--- config.mk ---
export PLATFORM = sky130hd
export DESIGN_NAME = ppba_ctrl
export DESIGN_NICKNAME = d
export VERILOG_FILES = /design/src/design/ppba_pkg.sv /design/src/design/ppba_ctrl.sv
export SDC_FILE = /design/constraint.sdc
export NUM_CORES = 1
export LEC_CHECK = 0
export BUFFER_PORTS_ARGS = -buffer_cell sky130_fd_sc_hd__buf_4
export CAP_MARGIN = 25
export CORE_AREA = 5 5 42 44
export CTS_CLUSTER_DIAMETER = 30
export DETAILED_ROUTE_END_ITERATION = 8
export DIE_AREA = 0 0 47 49
export PLACE_DENSITY_LB_ADDON = 0.08
export SLEW_MARGIN = 20
export SYNTH_ARGS = -nofsm -noshare
export SYNTH_HDL_FRONTEND = slang
export SYNTH_SLANG_ARGS = --single-unit
--- constraint.sdc ---
create_clock -name clk -period 1.6 [get_ports clk]
set_input_delay 0.32 -clock clk [delete_from_list [all_inputs] [get_ports clk]]
set_output_delay 0.32 -clock clk [all_outputs]
set_load 0.01 [all_outputs]
--- src/design/ppba_pkg.sv ---
// shared types, constants and helper functions of the page bitmap allocator
package ppba_pkg;

	localparam int WORD_BITS = 64;
	localparam int MAP_WORDS = 256;
	localparam int ADDR_W = 8;
	localparam int BIT_W = 6;
	localparam int PAGE_W = 14;
	localparam int PAGE_LIMIT = 16384;
	localparam int GROUP = 16;
	localparam int GRP_W = 4;

	localparam int DEF_NUM_TABLES = 32;
	localparam int DEF_PAGES_PER_TABLE = 512;
	localparam int DEF_RESERVED_TABLES = 24;

	typedef enum logic [1:0] {
		OP_ALLOC   = 2'd0,
		OP_CLAIM   = 2'd1,
		OP_RELEASE = 2'd2,
		OP_QUERY   = 2'd3
	} op_t;

	typedef enum logic [1:0] {
		ST_OK     = 2'd0,
		ST_USED   = 2'd1,
		ST_NOFREE = 2'd2
	} status_t;

	typedef struct packed {
		op_t               op;
		logic [PAGE_W-1:0] page_number;
	} req_t;

	typedef struct packed {
		logic [PAGE_W-1:0] result_page;
		logic              was_used;
		status_t           status;
	} rsp_t;

	typedef enum logic [2:0] {
		CS_IDLE,
		CS_SCAN,
		CS_READ,
		CS_LOAD,
		CS_UPDATE,
		CS_DONE
	} ctrl_state_t;

	typedef struct packed {
		logic load_req;
		logic scan_step;
		logic rd_en;
		logic load_word;
		logic update;
		logic out_load;
	} dp_cmd_t;

	typedef struct packed {
		logic is_alloc;
		logic scan_found;
		logic scan_last;
		logic out_busy;
	} dp_status_t;

	function automatic int total_pages(int nt, int ppt);
		int n;
		n = nt * ppt;
		return (n > PAGE_LIMIT) ? PAGE_LIMIT : n;
	endfunction

	function automatic int reserved_pages(int rt, int ppt, int total);
		int n;
		n = rt * ppt;
		return (n > total) ? total : n;
	endfunction

	// n low bits set, n in 0..64
	function automatic logic [WORD_BITS-1:0] low_ones(int n);
		if (n >= WORD_BITS) begin
			return '1;
		end
		return (64'd1 << n) - 64'd1;
	endfunction

	// word contents after reset: pages below the reserved count are used
	function automatic logic [WORD_BITS-1:0] reset_word(logic [ADDR_W-1:0] w, int rsv);
		int base;
		base = int'(w) * WORD_BITS;
		if (rsv <= base) begin
			return '0;
		end
		return low_ones(rsv - base);
	endfunction

	// bits of pages at or above the managed count
	function automatic logic [WORD_BITS-1:0] beyond_mask(logic [ADDR_W-1:0] w, int total);
		int base;
		base = int'(w) * WORD_BITS;
		if (total <= base) begin
			return '1;
		end
		return ~low_ones(total - base);
	endfunction

	function automatic logic [BIT_W-1:0] first_zero64(logic [WORD_BITS-1:0] v);
		logic [BIT_W-1:0] idx;
		idx = '0;
		for (int i = WORD_BITS - 1; i >= 0; i--) begin
			if (!v[i]) begin
				idx = BIT_W'(i);
			end
		end
		return idx;
	endfunction

	function automatic logic [GRP_W-1:0] first_zero16(logic [GROUP-1:0] v);
		logic [GRP_W-1:0] idx;
		idx = '0;
		for (int i = GROUP - 1; i >= 0; i--) begin
			if (!v[i]) begin
				idx = GRP_W'(i);
			end
		end
		return idx;
	endfunction

endpackage

--- src/design/ppba_ctrl.sv ---
// controller state machine of the page bitmap allocator
module ppba_ctrl (
	input  logic                  clk,
	input  logic                  arst_n,
	input  logic                  req_valid,
	output logic                  req_ready,
	input  ppba_pkg::dp_status_t  status,
	output ppba_pkg::dp_cmd_t     cmd
);

	ppba_pkg::ctrl_state_t state_q, state_d;

	always_ff @(posedge clk or negedge arst_n) begin
		if (!arst_n) begin
			state_q <= ppba_pkg::CS_IDLE;
		end else begin
			state_q <= state_d;
		end
	end

	always_comb begin
		state_d = state_q;
		cmd = '0;
		req_ready = 1'b0;
		unique case (state_q)
			ppba_pkg::CS_IDLE: begin
				req_ready = 1'b1;
				if (req_valid) begin
					cmd.load_req = 1'b1;
					state_d = status.is_alloc ? ppba_pkg::CS_SCAN : ppba_pkg::CS_READ;
				end
			end
			ppba_pkg::CS_SCAN: begin
				cmd.scan_step = 1'b1;
				if (status.scan_found) begin
					state_d = ppba_pkg::CS_READ;
				end else if (status.scan_last) begin
					state_d = ppba_pkg::CS_DONE;
				end
			end
			ppba_pkg::CS_READ: begin
				cmd.rd_en = 1'b1;
				state_d = ppba_pkg::CS_LOAD;
			end
			ppba_pkg::CS_LOAD: begin
				cmd.load_word = 1'b1;
				state_d = ppba_pkg::CS_UPDATE;
			end
			ppba_pkg::CS_UPDATE: begin
				cmd.update = 1'b1;
				state_d = ppba_pkg::CS_DONE;
			end
			ppba_pkg::CS_DONE: begin
				if (!status.out_busy) begin
					cmd.out_load = 1'b1;
					state_d = ppba_pkg::CS_IDLE;
				end
			end
			default: begin
				state_d = ppba_pkg::CS_IDLE;
			end
		endcase
	end

endmodule

==> flow_summary.ini <==
[status]
status = finished, final reports clean

[cts]
clk_pin_slew_ps = 40
cts_tree = yes
clkLatencyLatePin_ps = 230
root_buffer = clkbuf_4
clockBufferDepth = 2
post_cts_buffers = 0
numCtsBuffers = 3
htreeDepth = 1
cts.sinks = 3

[critical_path]
crit_path_end_kind = primary output
cp_slowest_cell = dfrtp_2
crit_chain = nor3_4, and2_1, buf_4
start_kind = flop
crit_buf_inv = 1
setup.worst_path.start = state_q[1]
path_max_fanout = 6
crit_path_max_incr_delay_ps = 460
rr_startpoint = state_q[2]
cp.arrival_ps = 1210
cp.required_ps = 1280
crit_family = flip-flops
crit_type = reg -> out

[synth]
synth_cell_types = 19
synth_area_leaders = dfrtp_1 (33%), nor3_1 (6.6%), a221oi_2 (6.6%)
syn_area_per_cell_um2 = 8.76
yosys_most_used_dff = dfrtp_1
syn_area_um2 = 228
synth.top_cell.area_share = 0.330
yosys.area.top_type = dfrtp_1
synthArstFlopShare = 1.00
yosysSeqAreaShare = 0.330
synth_edf_count = 0
synthCells = 26
syn_nets = 33
synth_commonest_cells = dfrtp_1 (3), nor3_1 (3), a21oi_1 (2), inv_2 (2), nor2_1 (2)
ys_seq_elements = 3
yosysWarnings = 0

[grt]
grt_pass1_vias = 287
gr-usage-all-layers = 0.0740
grt_antenna_before_repair = 0
grt_max_degree = 12
gr-total-overflow = 0
grt_pass1_wl_mm = 1.18

[placed_design]
gp_congestion = 0.804
dpl_worst_slack_ps = 235
place_hpwl_um = 533
place.port_buffers = 13

[final_layout]
drive_above_1_share = 0.558
postLayoutCoreUtil = 0.271
top_regs = state_q x3
nNetsFinal = 51
largest_register_ffs = 3
n_antenna_cell = 0
register_area_um2 = 78.8
syn_to_final_growth_pct = 67.0
multiInputGateArea_um2 = 136
fill_cells = 168
regMostFlops = state_q

[pwr]
intPower_uw = 396
switchingPower_uw = 299
leakage_uw = 0.000171
p_clk_frac = 0.189
peakVddDrop_mv = 0.420
power_density_mw_per_mm2 = 1830
switching_share = 0.430
seq_power_share = 0.311
combPwrFrac = 0.500
fin_total_pwr_uw = 696

[detailed_routing]
antenna_left = 0
drt_iter0_drc = 2
dr.pass1.iters = 2
wire_per_inst_um = 11.3
vias = 258
routed_wl_um = 667
viasPerCell = 4.37
drc = 0

[run]
maxCapViolations = 0

[min_path]
hp-class = in -> reg
hp-start = status[0]

[timing]
fmax_mhz = 656
setup_ws_ps = 74.7
period_needed_ps = 1530
max_slew_margin = 0.855
min_period_over_period = 0.953
slew_viol_final = 0
setup_violations = 0
hold_viol_final = 0
rsz0062_at_grt = yes
worst_pin_slew_ps = 216
setup_tns_ps = 0
skew_ps = 2.38

[floorplanning]
rows = 14
dieArea_mm2 = 0.00230
start_util = 0.162
io_pins = 14
core_area_mm2 = 0.00140
die_x_um = 47
die_h_um = 49
==> stage by stage <==
step	cell area [um2]	instances	hold slack, ps
after floorplan	228	26	24.4
after global placement	334	54	112
after detailed placement	334	54	111
after CTS	377	59	371
after global routing	380	59	374
final	380	59	374
==> kinds of logic (layout without fill, tap and decap cells) <==
family / after synthesis / count (layout) / share of synthesized area
and+or+nand+nor: 12 / 12 / 0.330
muxes: 1 / 1 / 0.0440
buffers and inverters: 4 / 21 / 0.0989
DFF: 3 / 3 / 0.330
AOI/OAI and AO/OA: 6 / 6 / 0.198
==> cell type report <==
cell class	count	area share
Tap cell	16	0.0526
Inverter	3	0.0296
Sequential cell	3	0.207
Clock buffer	4	0.0691
Multi-Input combinational cell	19	0.359
Timing Repair Buffer	14	0.283
==> final timing paths <==
kind                       depth (start not counted)         end  slack (ps)
max in group asynchronous                          2  state_q[0]        1080
setup / recovery                                   3      cmd[5]          70
hold reg to reg                                    1  state_q[0]         580
setup reg to reg                                   2  state_q[0]         560
hold / removal                                     3  state_q[2]         370
min in group asynchronous                          2  state_q[2]         410
==> routing by layer <==
metal	GRT usage	part of all wire
met1	0.0859	0.44
met3	0.0295	0.045
met4	0.0691	0
met2	0.0973	0.51
met5	0	0
==> power by group through the flow <==
stage	logic (uW)	registers, uW	clock network [uW]
after detailed placement	343	198	0
after global placement	340	195	0
final	348	216	132
after CTS	354	209	140
after global routing	390	228	154
after floorplan	245	159	0
==> layout by cell type (no fill, tap or decap) <==
| cell type | netlist | layout |
|---|---|---|
| buf_4 | 0 | 13 |
| nor3_1 | 3 | 3 |
| clkbuf_4 | 0 | 3 |
| dfrtp_2 | 0 | 3 |
| inv_2 | 2 | 2 |
| a21oi_1 | 2 | 2 |
| nor2_1 | 2 | 2 |
| and3_1 | 1 | 1 |
| nor3_4 | 0 | 1 |
| nor4b_2 | 1 | 1 |
| and2_1 | 1 | 1 |
| inv_1 | 1 | 1 |
| o211ai_1 | 1 | 1 |
| o31ai_1 | 1 | 1 |
| nand3_1 | 1 | 1 |
| nor2b_1 | 1 | 1 |
| o21ai_1 | 1 | 1 |
| mux2i_1 | 1 | 1 |
| nand2_1 | 1 | 1 |
| a221oi_2 | 1 | 1 |
| clkbuf_1 | 0 | 1 |
| dlygate4sd3_1 | 0 | 1 |
==> tightest hold or removal path: stages <==
cell and delay [ps]:
buf_4 100, o211ai_1 80, o31ai_1 70
==> what timing repair did <==
action	in CTS	in global routing
gates resized for setup	1	3
setup endpoints to repair	1	5
hold buffers	1	0
endpoints found under the hold margin	3	0
Note: power is estimated with default switching activity, not from simulation.
